**src/hw/rtl/nvec_pkg.sv**
```systemverilog
// ----------------------------------------------------------------------------
// nvec_pkg
// Shared types and constants for the 3D vector normalization block.
// ----------------------------------------------------------------------------
`default_nettype none

package nvec_pkg;

  // Field widths of the input components and of the Q1.F results.
  localparam int COMPONENT_WIDTH = 16;
  localparam int FRACTION_BITS   = 14;
  localparam int OUT_WIDTH       = FRACTION_BITS + 2;

  // Internal widths: squares, sum of squares, residual arithmetic.
  localparam int SQ_WIDTH   = 2 * COMPONENT_WIDTH;
  localparam int SUM_WIDTH  = 2 * COMPONENT_WIDTH + 2;
  localparam int DIFF_WIDTH = 2 * COMPONENT_WIDTH + 2 * FRACTION_BITS + 4;
  localparam int LANES      = 3;
  localparam int NUM_CELLS  = FRACTION_BITS + 1;

  typedef struct packed {
    logic signed [COMPONENT_WIDTH-1:0] x_in;
    logic signed [COMPONENT_WIDTH-1:0] y_in;
    logic signed [COMPONENT_WIDTH-1:0] z_in;
  } vec_t;

  typedef struct packed {
    logic signed [OUT_WIDTH-1:0] x_unit;
    logic signed [OUT_WIDTH-1:0] y_unit;
    logic signed [OUT_WIDTH-1:0] z_unit;
    logic                        zero_length;
  } unit_t;

  // Control that travels with every transaction along the pipeline.
  typedef struct packed {
    logic valid;
    logic zero;
  } ctl_t;

endpackage

`default_nettype wire

```
**src/hw/rtl/nvec_front.sv**
```systemverilog
// ----------------------------------------------------------------------------
// nvec_front
// Two pipeline stages: component magnitudes and squares, then the sum of
// squares and the initial residual of each lane.
// ----------------------------------------------------------------------------
`default_nettype none

module nvec_front (
  input  wire logic clk,
  input  wire logic rst,
  input  wire logic valid_in,
  input  wire logic signed [nvec_pkg::COMPONENT_WIDTH-1:0] comp [nvec_pkg::LANES],
  input  wire logic en_down,
  output logic      en_up,
  output nvec_pkg::ctl_t ctl_out,
  output logic [nvec_pkg::LANES-1:0] neg_out,
  output logic [nvec_pkg::SUM_WIDTH-1:0] sum_out,
  output logic [nvec_pkg::DIFF_WIDTH-1:0] r_out [nvec_pkg::LANES]
);

  localparam int CW = nvec_pkg::COMPONENT_WIDTH;

  logic v1;
  logic v2;
  logic en1;
  logic en2;
  logic zero1;
  logic zero2;
  logic [nvec_pkg::LANES-1:0] neg1;
  logic [nvec_pkg::LANES-1:0] neg2;
  logic [nvec_pkg::SQ_WIDTH-1:0] sq1 [nvec_pkg::LANES];
  logic [CW-1:0] mag [nvec_pkg::LANES];
  logic [nvec_pkg::SUM_WIDTH-1:0] sum2;
  logic [nvec_pkg::DIFF_WIDTH-1:0] r2 [nvec_pkg::LANES];

  // A stage moves when it is empty or its successor moves.
  assign en2   = !v2 || en_down;
  assign en1   = !v1 || en2;
  assign en_up = en1;

  // Magnitude of each component; the most negative value maps to 2^(CW-1).
  always_comb begin
    for (int i = 0; i < nvec_pkg::LANES; i++) begin
      mag[i] = comp[i][CW-1] ? CW'(-comp[i]) : CW'(comp[i]);
    end
  end

  always_ff @(posedge clk) begin
    if (rst) begin
      v1 <= 1'b0;
      v2 <= 1'b0;
    end else begin
      if (en1) v1 <= valid_in;
      if (en2) v2 <= v1;
    end
  end

  // Stage one: squares of the magnitudes.
  always_ff @(posedge clk) begin
    if (en1) begin
      for (int i = 0; i < nvec_pkg::LANES; i++) begin
        sq1[i]  <= mag[i] * mag[i];
        neg1[i] <= comp[i][CW-1];
      end
      zero1 <= (comp[0] == '0) && (comp[1] == '0) && (comp[2] == '0);
    end
  end

  // Stage two: sum of squares and residual c*c*2^(2F) per lane.
  always_ff @(posedge clk) begin
    if (en2) begin
      sum2 <= nvec_pkg::SUM_WIDTH'(sq1[0]) + nvec_pkg::SUM_WIDTH'(sq1[1])
            + nvec_pkg::SUM_WIDTH'(sq1[2]);
      for (int i = 0; i < nvec_pkg::LANES; i++) begin
        r2[i] <= nvec_pkg::DIFF_WIDTH'(sq1[i]) << (2 * nvec_pkg::FRACTION_BITS);
      end
      neg2  <= neg1;
      zero2 <= zero1;
    end
  end

  assign ctl_out.valid = v2;
  assign ctl_out.zero  = zero2;
  assign neg_out       = neg2;
  assign sum_out       = sum2;
  assign r_out         = r2;

endmodule

`default_nettype wire

```
**config.mk**
```make
export PLATFORM = sky130hd
export DESIGN_NAME = nvec_front
export DESIGN_NICKNAME = d
export VERILOG_FILES = /design/src/hw/rtl/nvec_pkg.sv /design/src/hw/rtl/nvec_front.sv
export SDC_FILE = /design/constraint.sdc
export NUM_CORES = 2
export LEC_CHECK = 0
export ABC_AREA = 1
export BUFFER_PORTS_ARGS = -buffer_cell sky130_fd_sc_hd__buf_2
export CAP_MARGIN = 20
export CELL_PAD_IN_SITES_DETAIL_PLACEMENT = 0
export CELL_PAD_IN_SITES_GLOBAL_PLACEMENT = 1
export CORE_ASPECT_RATIO = 0.75
export CORE_MARGIN = 1.5
export CORE_UTILIZATION = 39
export DETAILED_ROUTE_END_ITERATION = 8
export GPL_TIMING_DRIVEN = 0
export PLACE_DENSITY = 0.69
export SYNTH_ARGS = -nofsm -noshare
export SYNTH_HDL_FRONTEND = slang
export SYNTH_SLANG_ARGS = --single-unit
```
**constraint.sdc**
```tcl
create_clock -name clk -period 11.1 [get_ports clk]
set_input_delay 0.555 -clock clk [delete_from_list [all_inputs] [get_ports clk]]
set_output_delay 0.555 -clock clk [all_outputs]
set_load 0.005 [all_outputs]
```
Word level (Yosys, flattened, before mapping)
Memory sizes are Yosys's and may differ from the RTL's.
Index checks and enable logic that the tools add are counted.
- flip-flop bits (word level): 140
- latch bits: 0
- memory bits (writable): 96
- bits in read-only memories: 0
- bits of input ports: 52
- output and inout port bits: 232
- logic and storage cells: 33
- memories kept: 1
- memories (name ; words ; bits a word ; read ports ; clocked after Yosys merged registers in ; write ports ; line ; RTL):
    sq1 ; 3 ; 32 ; 3 ; 0 ; 3 ; nvec_front.sv:31 ; logic [nvec_pkg::SQ_WIDTH-1:0] sq1 [nvec_pkg::LANES];
- add/subtract/negate cells: 5
- $mul: 3
- divide/modulo/power cells: 0
- magnitude comparators: 0
- equality and inequality tests: 0
- shifts and indexed selects: 0
- mux-type cells: 5
- bitwise logic cells: 0
- reduce and logical (&&, ||, !) cells: 9
- operators with widths (cell ; count):
    $mul A16 B16 Y32 ; 3
    $logic_not A16 Y1 ; 3
    $mux W16 ; 3
    $neg A16 Y16 ; 3
    $add A33 B32 Y34 ; 1
    $add A32 B32 Y33 ; 1
    $logic_and A1 B1 Y1 ; 2
    $logic_not A1 Y1 ; 2
    $logic_or A1 B1 Y1 ; 2
    $mux W1 ; 2

Longest topological paths before layout
- depth in word-level cells: 5
- gate-level depth with buffers: 34
- depth with buffers taken out: 33

Worst setup path after synthesis
OpenSTA, ideal clock, no wires.
- path type: input port to flip-flop
- start point: input comp[32] (netlist bit)
- end point: memory sq1[0][21] (netlist bit) (data pin)
- library setup time: 0.256 ns
- arrival time: 6.223 ns
- required time: 10.844 ns
- setup slack: 4.620 ns
- cell stages on the path: 30
- buffers on the path: 1
- path through: inv_2 clkbuf_1 ha_1 nand4_2 nand2_2 o21ai_2 xor2_2 nand2_1 inv_1 fa_1 inv_1 fa_1 inv_1 fa_1 inv_1 fa_1 inv_1 fa_1 inv_1 fa_1 inv_1 ha_1 nand2_1 inv_1 a21oi_1 nand3_1 nand2_1 inv_1 o21bai_1 nand2_1
- RTL lines (element ; line ; RTL):
    start, declared ; nvec_front.sv:12 ; input wire logic signed [nvec_pkg::COMPONENT_WIDTH-1:0] comp [nvec_pkg::LANES],
    end, declared ; nvec_front.sv:31 ;

==> out/qor.yml <==
end_kind: "flop"
place_congestion: 0.9375
post_cts_buffers: 0
skew_ns: 0.01803
overflow: 0
run_status: "complete, no violations"
regToRegSetupSlack_ns: 8.18
core_area_um2: 90100
port_buffers: 184
max_cap_violations: 0
synthCells: 4396
rows: 95
grt_max_degree: 56
start_util_pct: 39.60
yosys_register_bits: 230
worstSetupPathType: "input pin to flop"
cts.hold.buffers_added: 0
cts_tree: "done"
drive_above_1_share_pct: 9.891
area_growth_pct: 11.39
period_needed_ns: 8.089
rsz0062_at_grt: "false"
hpwl_um: 94870
synth.distinct_cells: 47
cts.clk_slew.worst_paths_ns: 0.06
cts-root-buf: "clkbuf_16"
cts_resized: 0
track_usage_pct: 23.49
setup_tns_ns: 0
ant_nets: 0
cts_buffer_depth: 3
synth-seq-area-share_pct: 19.30
yosysWarnings: 0
period_share_pct: 72.88
critPathLaunchType: "input pin"
via_count: 27540
slew_headroom_pct: 38.46
first_iter_violations: 1956
n_antenna_cell: 0
fin_nets: 5645
h-tree-depth: 1
tightest_slew_ns: 0.9231
vias_per_cell: 4.603
critPathRequiredTime_ns: 11.44
async_flop_share_pct: 0
cts_buffers: 30
clock.fmax_ghz: 0.1236
io_pins: 284
drc: 0
clock_latency_ns: 0.60
synth_edf_count: 228
drtPass1Iterations: 6
hp-class: "input pin to flop"
die_h_um: 264.9
crit_arrival_ns: 8.43
synth_area_um2: 35680
syn_avg_cell_area_um2: 8.116
wl_per_cell_um: 18.11
ys.flop_type: "edfxtp_1"
cts.sinks: 230
grt_pass1_wl_um: 165900
antenna_found_initial: 2
finalSetupViolCount: 0
hold_viol: 0
wl_um: 108400
die_area_um2: 93330
crit_fanout: 11
drv_slew: 0
grt_pass1_vias: 27050
die_x_um: 352.3
metal layers:
metal  wire [um]  part of all wire, %  global-route usage (%)  up-vias
li1            -                    -                       -    13520
met1       57610                   53                   38.90    13100
met2       39830                   37                   31.11      869
met3        9851                  9.1                   5.487       64
met4        1085                  1.0                   2.190        0
met5           0                    0                       0        -
sequential cells by signal, summed over array words and instances, names as in the netlist:
register / cells
sq1: 93
v1: 1
zero1: 1
neg1: 3
v2: 1
r_out: 93
zero2: 1
sum_out: 34
neg_out: 3
cells in the mapped netlist, types with 8 or more instances:
master	n	area, um^2
nor2_2	14	87.58
nand2_2	22	137.6
buf_2	13	65.06
buf_4	116	870.8
buf_6	11	123.9
ha_1	322	4029
inv_1	1175	4410
and2_1	8	50.05
o21ai_0	25	125.1
nor2_1	313	1175
nand4_1	50	312.8
nand2_1	1140	4279
clkbuf_1	10	37.54
o21bai_1	14	105.1
nor3_1	26	130.1
edfxtp_1	228	6847
inv_2	22	82.58
a21oi_1	82	410.4
fa_1	522	10450
nand3_1	160	800.8
xor2_1	59	516.8
critical path, cell delays in order:
cell	delay [ns]
buf_2	0.17
inv_2	0.27
clkbuf_1	0.70
ha_1	0.35
nand4_2	0.17
nor3_2	0.55
o21ai_0	0.16
nand2_1	0.33
buf_6	0.24
nand2_1	0.09
fa_1	0.50
fa_1	0.55
inv_1	0.05
fa_1	0.49
fa_1	0.51
fa_1	0.49
inv_1	0.05
fa_1	0.47
inv_1	0.04
ha_1	0.37
nand2_1	0.12
inv_1	0.05
a21oi_1	0.38
nand3_1	0.38
nand2_1	0.19
nand2_1	0.07
nand2_1	0.06
nand2_1	0.05
through the flow:
| stage | worst slack, ns | hold slack (ns) | util, % | cells | cell area [um^2] |
|---|---|---|---|---|---|
| global placement | 2.481 | 0.4026 | 42.86 | 5925 | 38620 |
| CTS | 3.135 | 0.1057 | 44.11 | 5984 | 39740 |
| floorplan | 4.620 | 0.4003 | - | 4529 | 36180 |
| global route | 2.752 | 0.1162 | 44.11 | 5984 | 39740 |
| finish | 3.011 | 0.1338 | 44.11 | 5984 | 39740 |
| detailed placement | 2.516 | 0.4045 | 43.00 | 5929 | 38740 |
layout make-up:
class / instances / area [um^2]
buffer: 152 / 1106
clock buffer: 30 / 750.7
clock inverter: 25 / 254.0
fill: 9136 / 50360
inverter: 1198 / 4499
multi-input combinational: 2949 / 23710
sequential: 230 / 6887
tap: 1212 / 1516
timing repair buffer: 188 / 1023
logic make-up (layout without fill, tap and decap cells):
logic type	after synthesis	after routing	synth area share (%)
XOR/XNOR	73	73	2.002
adder cells (fa/ha/maj)	844	844	40.58
AO/OA/AOI/OAI	134	134	2.072
AND/OR/NAND/NOR	1763	1763	20.31
flip-flops	230	230	19.30
other	2	135	0.02105
buffers and inverters	1350	1593	15.71
cell usage in the layout, fill, tap and decap left out, types with 26 or more instances in the layout:
| cell | netlist | final |
|---|---|---|
| inv_1 | 1175 | 1175 |
| nand2_1 | 1140 | 1139 |
| fa_1 | 522 | 522 |
| ha_1 | 322 | 322 |
| nor2_1 | 313 | 313 |
| edfxtp_1 | 228 | 228 |
| buf_2 | 13 | 197 |
| nand3_1 | 160 | 159 |
| conb_1 | 2 | 135 |
| buf_4 | 116 | 116 |
| a21oi_1 | 82 | 82 |
| xor2_1 | 59 | 59 |
| nand4_1 | 50 | 50 |
| clkbuf_16 | 0 | 30 |
| nor3_1 | 26 | 26 |
path summary, 6_finish.rpt:
kind / from / endpoint / depth (start not counted)
setup reg to reg: sq1[0][48]$_DFFE_PP_ / sum_out[29]$_DFFE_PP_ / 10
hold / removal: rst / v2$_SDFFE_PP0P_ / 2
hold reg to reg: zero1$_DFFE_PP_ / zero2$_DFFE_PP_ / 0
setup / recovery: comp[32] / sq1[0][30]$_DFFE_PP_ / 28
Power is not shown: default switching activity piles up to over one toggle a cycle in this logic, so the estimate is an artifact.
