==> src/hw/rtl/nvec_pkg.sv <==
// ----------------------------------------------------------------------------
// nvec_pkg
// Shared types and constants for the 3D vector normalization block.
// ----------------------------------------------------------------------------
`default_nettype none

package nvec_pkg;

  // Field widths of the input components and of the Q1.F results.
  localparam int COMPONENT_WIDTH = 16;
  localparam int FRACTION_BITS   = 14;
  localparam int OUT_WIDTH       = FRACTION_BITS + 2;

  // Internal widths: squares, sum of squares, residual arithmetic.
  localparam int SQ_WIDTH   = 2 * COMPONENT_WIDTH;
  localparam int SUM_WIDTH  = 2 * COMPONENT_WIDTH + 2;
  localparam int DIFF_WIDTH = 2 * COMPONENT_WIDTH + 2 * FRACTION_BITS + 4;
  localparam int LANES      = 3;
  localparam int NUM_CELLS  = FRACTION_BITS + 1;

  typedef struct packed {
    logic signed [COMPONENT_WIDTH-1:0] x_in;
    logic signed [COMPONENT_WIDTH-1:0] y_in;
    logic signed [COMPONENT_WIDTH-1:0] z_in;
  } vec_t;

  typedef struct packed {
    logic signed [OUT_WIDTH-1:0] x_unit;
    logic signed [OUT_WIDTH-1:0] y_unit;
    logic signed [OUT_WIDTH-1:0] z_unit;
    logic                        zero_length;
  } unit_t;

  // Control that travels with every transaction along the pipeline.
  typedef struct packed {
    logic valid;
    logic zero;
  } ctl_t;

endpackage

`default_nettype wire

==> src/hw/rtl/nvec_cell.sv <==
// ----------------------------------------------------------------------------
// nvec_cell
// One cell of the result chain. It decides bit BIT of the unit magnitude of
// all three lanes by a residual compare, and hands its state to the next cell.
// ----------------------------------------------------------------------------
`default_nettype none

module nvec_cell #(
  parameter int BIT = 0
) (
  input  wire logic clk,
  input  wire logic rst,
  input  wire nvec_pkg::ctl_t ctl_in,
  input  wire logic [nvec_pkg::LANES-1:0] neg_in,
  input  wire logic [nvec_pkg::SUM_WIDTH-1:0] sum_in,
  input  wire logic [nvec_pkg::DIFF_WIDTH-1:0] r_in [nvec_pkg::LANES],
  input  wire logic [nvec_pkg::DIFF_WIDTH-1:0] p_in [nvec_pkg::LANES],
  input  wire logic [nvec_pkg::OUT_WIDTH-1:0] q_in [nvec_pkg::LANES],
  input  wire logic en_down,
  output logic      en_up,
  output nvec_pkg::ctl_t ctl_out,
  output logic [nvec_pkg::LANES-1:0] neg_out,
  output logic [nvec_pkg::SUM_WIDTH-1:0] sum_out,
  output logic [nvec_pkg::DIFF_WIDTH-1:0] r_out [nvec_pkg::LANES],
  output logic [nvec_pkg::DIFF_WIDTH-1:0] p_out [nvec_pkg::LANES],
  output logic [nvec_pkg::OUT_WIDTH-1:0] q_out [nvec_pkg::LANES]
);

  localparam int DW = nvec_pkg::DIFF_WIDTH;

  logic [DW-1:0] sum_w;
  logic [DW-1:0] d [nvec_pkg::LANES];
  logic [nvec_pkg::LANES-1:0] take;

  assign en_up = !ctl_out.valid || en_down;
  assign sum_w = DW'(sum_in);

  // Setting the bit adds (2^(BIT+1)*q + 2^(2*BIT))*sum to q*q*sum, where
  // p holds q*sum; the bit stays when that fits in the residual.
  always_comb begin
    for (int i = 0; i < nvec_pkg::LANES; i++) begin
      d[i]    = (p_in[i] << (BIT + 1)) + (sum_w << (2 * BIT));
      take[i] = d[i] <= r_in[i];
    end
  end

  always_ff @(posedge clk) begin
    if (rst) begin
      ctl_out.valid <= 1'b0;
    end else if (en_up) begin
      ctl_out.valid <= ctl_in.valid;
    end
  end

  always_ff @(posedge clk) begin
    if (en_up) begin
      ctl_out.zero <= ctl_in.zero;
      neg_out      <= neg_in;
      sum_out      <= sum_in;
      for (int i = 0; i < nvec_pkg::LANES; i++) begin
        r_out[i] <= take[i] ? r_in[i] - d[i] : r_in[i];
        p_out[i] <= take[i] ? p_in[i] + (sum_w << BIT) : p_in[i];
        q_out[i] <= take[i] ? q_in[i] | (nvec_pkg::OUT_WIDTH'(1) << BIT) : q_in[i];
      end
    end
  end

endmodule

`default_nettype wire

==> config.mk <==
export PLATFORM = sky130hd
export DESIGN_NAME = nvec_cell
export DESIGN_NICKNAME = d
export VERILOG_FILES = /design/src/hw/rtl/nvec_pkg.sv /design/src/hw/rtl/nvec_cell.sv
export SDC_FILE = /design/constraint.sdc
export NUM_CORES = 2
export LEC_CHECK = 0
export BUFFER_PORTS_ARGS = -buffer_cell sky130_fd_sc_hd__clkbuf_2
export CAP_MARGIN = 10
export CORE_AREA = 2 2 368 370
export CTS_CLUSTER_SIZE = 16
export DETAILED_ROUTE_END_ITERATION = 16
export DIE_AREA = 0 0 370 372
export PLACE_DENSITY = 0.54
export SYNTH_ARGS = -nofsm -noshare
export SYNTH_HDL_FRONTEND = slang
export SYNTH_SLANG_ARGS = --single-unit
==> constraint.sdc <==
create_clock -name clk -period 43.6 [get_ports clk]
set_clock_uncertainty 0.15 [all_clocks]
set_input_delay 4.36 -clock clk [delete_from_list [all_inputs] [get_ports clk]]
set_output_delay 4.36 -clock clk [all_outputs]
set_load 0.02 [all_outputs]
======== Word level (Yosys, flattened, before mapping) ========
Index checks and enable logic that the tools add are counted.
storage, ports and cells
  flip-flop bits (word level) ............. 471
operators by class
  add/subtract/negate cells ............... 9
  magnitude comparators ................... 3
  multiplexer cells ....................... 6
  reduce and logical (&&, ||, !) cells .... 2
operators by type and width
  cell                             number
  adder 64 x 34 -> 64 bit          6
  two-way mux 64 bit               6
  less-or-equal comparator 64 bit  3
  subtractor 64 bit                3
  zero test 1 bit                  1
  logical OR 1 bit                 1

======== Logic depth before layout (Yosys ltp) ========
  depth after elaboration ................. 3
  mapped depth ............................ 29
  gate-level depth less buffers ........... 24

======== Worst setup path after synthesis ========
No wires, ideal clock.
  path kind ............................... input to output
  from .................................... in en_down
  to ...................................... out en_up
  arrival time ............................ 15718 ps
  data required time ...................... 39090 ps
  slack ................................... 23372 ps
  stages .................................. 1
  buffers on the path ..................... 0
  cells stage by stage .................... nand2b_1
on the way
  longest elaborated chain between the ends .. 1
RTL lines
  element           RTL line         RTL
  from (decl)       nvec_cell.sv:19  input wire logic en_down,
  logical OR 1 bit  nvec_cell.sv:35  assign en_up = !ctl_out.valid || en_down;
  to (decl)         nvec_cell.sv:20  output logic en_up,
Every way passes these cells.

======== Final worst setup path ========
  from .................................... in sum_in[1] (netlist bit)
  to ...................................... reg p_out[126] (netlist bit), data pin
on the way
  longest elaborated chain between the ends .. 3
  elaborated cells between the ends (all ways) .. 4
  classes of those cells .................. add/sub (2); order compare (1); mux (1)
RTL lines
  element                          RTL line         RTL
  from (decl)                      nvec_cell.sv:15  input wire logic [nvec_pkg::SUM_WIDTH-1:0] sum_in,
  adder 64 x 34 -> 64 bit          nvec_cell.sv:42  d[i] = (p_in[i] << (BIT + 1)) + (sum_w << (2 * BIT));
  less-or-equal comparator 64 bit  nvec_cell.sv:43  take[i] = d[i] <= r_in[i];
  two-way mux 64 bit *             nvec_cell.sv:62  p_out[i] <= take[i] ? p_in[i] + (sum_w << BIT) : p_in[i];
  to (signal, indexed assignment)  nvec_cell.sv:62
  to (decl)                        nvec_cell.sv:25  output logic [nvec_pkg::DIFF_WIDTH-1:0] p_out [nvec_pkg::LANES],
Mark *: on every way between the ends. The rest lies on a longest branch, timed or not.
A chain may end at the register's enable or synchronous reset.

==> results.cfg <==
[detailed_routing]
wl_met1_um = 77600
viasPerCell = 5.46
wl_per_cell_um = 25.6
route.met2.wl_um = 93200
dr_wl_met3_um = 14500
vias = 41296
antenna_left = 0
drtIter0Drc = 3164
route.detailed.drc = 0
dr.max_layer_used = met5
drt-total-wl_um = 193000
firstDrtPassIters = 6

[setup_path]
critical_path.reg2reg.startpoint = ctl_out[1]$_SDFFE_PP0P_
cp.required_ns = 43.87
crit_end = p_out[126]$_DFFE_PP_
critPathKind = in2reg
crit_fanout = 119
arrival_ns = 12.06
max_stage_delay_ns = 0.61
start_kind = input pin
r2r-end = p_out[107]$_DFFE_PP_
end_kind = flop
r2r_cells = 5
cp_slowest_cell = a311oi_1
r2r_slack_ns = 39.92
cp_cell_sequence = clkbuf_2 > ha_1 > inv_1 > fa_1 > nand2b_1 > a211oi_1 > nor3_1 > o41ai_2 > a21oi_1 > o31ai_2 > a31oi_1 > xor2_1 > ha_1 > a21o_1 > or3_1 > o21ai_1 > nand2_1 > a311oi_1 > o2111ai_1 > nand2_4 > buf_12 > a211o_1 > nor4_1 > xor2_1
cp-startpoint = sum_in[1]

[yosys]
ys_seq_area_share_pct = 33.3
synth_area_leader_cell = edfxtp_1
ys.flop_type = edfxtp_1
ys_top_cells_by_area = edfxtp_1 33%, ha_1 12%, xnor2_1 6.4%
synth_cell_types = 100
netlist.area_leader.share_pct = 33.3
synth_edf_count = 470
postSynthAreaPerCell_um2 = 8.70
ys_top_cells_by_count = 589 x nand2_1, 508 x a21oi_1, 470 x edfxtp_1
ys_warn_count = 0
syn_nets = 5747
post-synth-top-count-cell = nand2_1
synth-seq-cells = 471
async_reset_ff_share_pct = 0
syn-instance-count = 4871
synth_area_um2 = 42400

[pwr]
power.leakage_nw = 22.4
p_per_area_nw_per_um2 = 39.6
max-vdd-ir-drop_mv = 0.0331
total_power_mw = 2.01

[die]
die_y_um = 372
die_area_um2 = 138000
start_util_pct = 31.6
coreArea_um2 = 134000
pin_count = 946
die_w_um = 370
placementRows = 135

[clock_network]
h-tree-depth = 2
clk_path_buf_depth = 3
cts_tree = yes
cts_inserted_buffers = 61
post-cts-setup-buffer-count = 0
path_clk_slew_ns = 0.06
hold_buffers = 0
clkSinkCount = 471
clk_latency_ns = 0.66
ctsResizeCount = 0
root_buffer = clkbuf_16

[sta]
period_minus_slack_ns = 11.79
holdWs_ns = 0.553
setup_viol = 0
fin_tns_setup_ns = 0
rsz0062_at_grt = no
relSlewSlack_pct = 21.0
period_share_pct = 27.0
hold_viol_final = 0
fmax_mhz = 84.8
slew_violations = 0
tightestPinTransition_ns = 1.18

[cells_and_area]
fill_cells = 13855
final_area_um2 = 50800
stdcell_count = 7564
drive_above_1_share_pct = 19.9
nNetsFinal = 6595
synthToLayoutAreaGrowth_pct = 19.9
regArea_um2 = 14100
multi_input_area_um2 = 27000

[min_path]
hp-class = reg2reg

[placement]
dp_hpwl_um = 159000
io_buffer_count = 945
place_inst = 7437
place.gp.congestion = 0.983
postPlaceCellArea_um2 = 48800

[global_route]
grt_pass1_vias = 39916
grt_overflow = 0
antenna_found_initial = 38
grt_max_degree = 120
grt_usage_pct = 26.9
grt_pass1_wl_um = 273000

[flow_run]
drv_cap = 0

[outcome]
status = finished clean
## area by class of cell
cell class | instances | share of cell area, %
multi-input cells | 4083 | 53.1
flip-flops and latches | 471 | 27.8
repair buffers | 975 | 9.77
well taps | 1781 | 4.38
clock buffers | 70 | 3.11
inverters | 127 | 0.938
clock inverters | 43 | 0.788
diodes | 14 | 0.0689
## critical path: cells and delay by family
kind | cells | cell delay (ns)
buffers and inverters | 3 | 0.74
AND/OR/NAND/NOR | 6 | 1.53
adder cells (fa/ha/maj) | 3 | 1.06
AO/OA/AOI/OAI | 10 | 3.83
XOR/XNOR | 2 | 0.47
## state kept, by name, summed over array words and instances, names as in the netlist
signal	flops
q_out	48
sum_out	34
ctl_out	2
p_out	192
r_out	192
neg_out	3
## cell usage in the layout (no fill, tap or decap), types with 10 or more instances in the layout
cell type	count
nand4_1	107
nor3_1	81
o21ai_0	439
and4_1	21
ha_1	393
buf_4	29
and3_1	70
a21o_1	234
o21bai_1	76
nand2_1	588
inv_1	127
o211ai_1	13
o31ai_1	25
clkbuf_2	945
nor2b_1	39
a211o_1	15
mux2_2	12
or2_2	15
a21oi_1	508
a31oi_1	36
diode_2	14
a21boi_0	16
or3_1	11
nor4_1	24
nand2b_1	51
nor2_1	324
a211oi_1	31
xnor2_1	309
xor2_1	219
o2111ai_1	10
nand3_1	136
o21a_1	43
and2_1	39
a2111oi_0	10
clkbuf_16	62
a31o_2	11
edfxtp_1	470
## worst min path at each step
| stage | startpoint | endpoint | slack, ns | cells past startpoint |
|---|---|---|---|---|
| CTS | ctl_out[1]$_SDFFE_PP0P_ | ctl_out[1]$_SDFFE_PP0P_ | 0.60 | 2 |
| global placement | ctl_out[1]$_SDFFE_PP0P_ | ctl_out[1]$_SDFFE_PP0P_ | 0.58 | 2 |
| detailed placement | ctl_out[1]$_SDFFE_PP0P_ | ctl_out[1]$_SDFFE_PP0P_ | 0.59 | 2 |
| finish | ctl_out[1]$_SDFFE_PP0P_ | ctl_out[1]$_SDFFE_PP0P_ | 0.55 | 2 |
| global route | ctl_out[1]$_SDFFE_PP0P_ | ctl_out[1]$_SDFFE_PP0P_ | 0.61 | 2 |
| floorplan | rst | ctl_out[1]$_SDFFE_PP0P_ | 4.28 | 1 |
## where the power goes
part	internal, mW	switching [mW]	leakage [nW]
combinational	0.296	0.583	16.6
sequential	0.586	0.0306	4.90
clock	0.291	0.227	0.946
total	1.17	0.840	22.4
## cell families (layout without fill, tap and decap cells)
logic type / count (synthesis) / in the layout / synth area share (%)
AO/OA/AOI/OAI: 1588 / 1588 / 23.1
XOR/XNOR: 528 / 528 / 10.9
adder cells (fa/ha/maj): 402 / 402 / 12.0
buffers and inverters: 317 / 1215 / 3.01
flip-flops: 471 / 471 / 33.3
multiplexers: 14 / 14 / 0.366
other: 0 / 14 / 0
AND/OR/NAND/NOR: 1551 / 1551 / 17.2
## routing by layer
metal / vias up / global-route usage (%)
li1: 19774 / -
met1: 19669 / 32.6
met2: 1527 / 46.4
met3: 296 / 5.81
met4: 30 / 10.4
met5: - / 0
## metrics by stage
stage | util, % | worst slack (ns)
2_1_floorplan | - | 23.37
3_3_place_gp | 36.3 | 31.18
3_5_place_dp | 36.3 | 31.16
4_1_cts | 37.8 | 31.88
5_1_grt | 37.8 | 31.30
6_report | 37.8 | 31.81
Power figures use the tool's default switching activity.
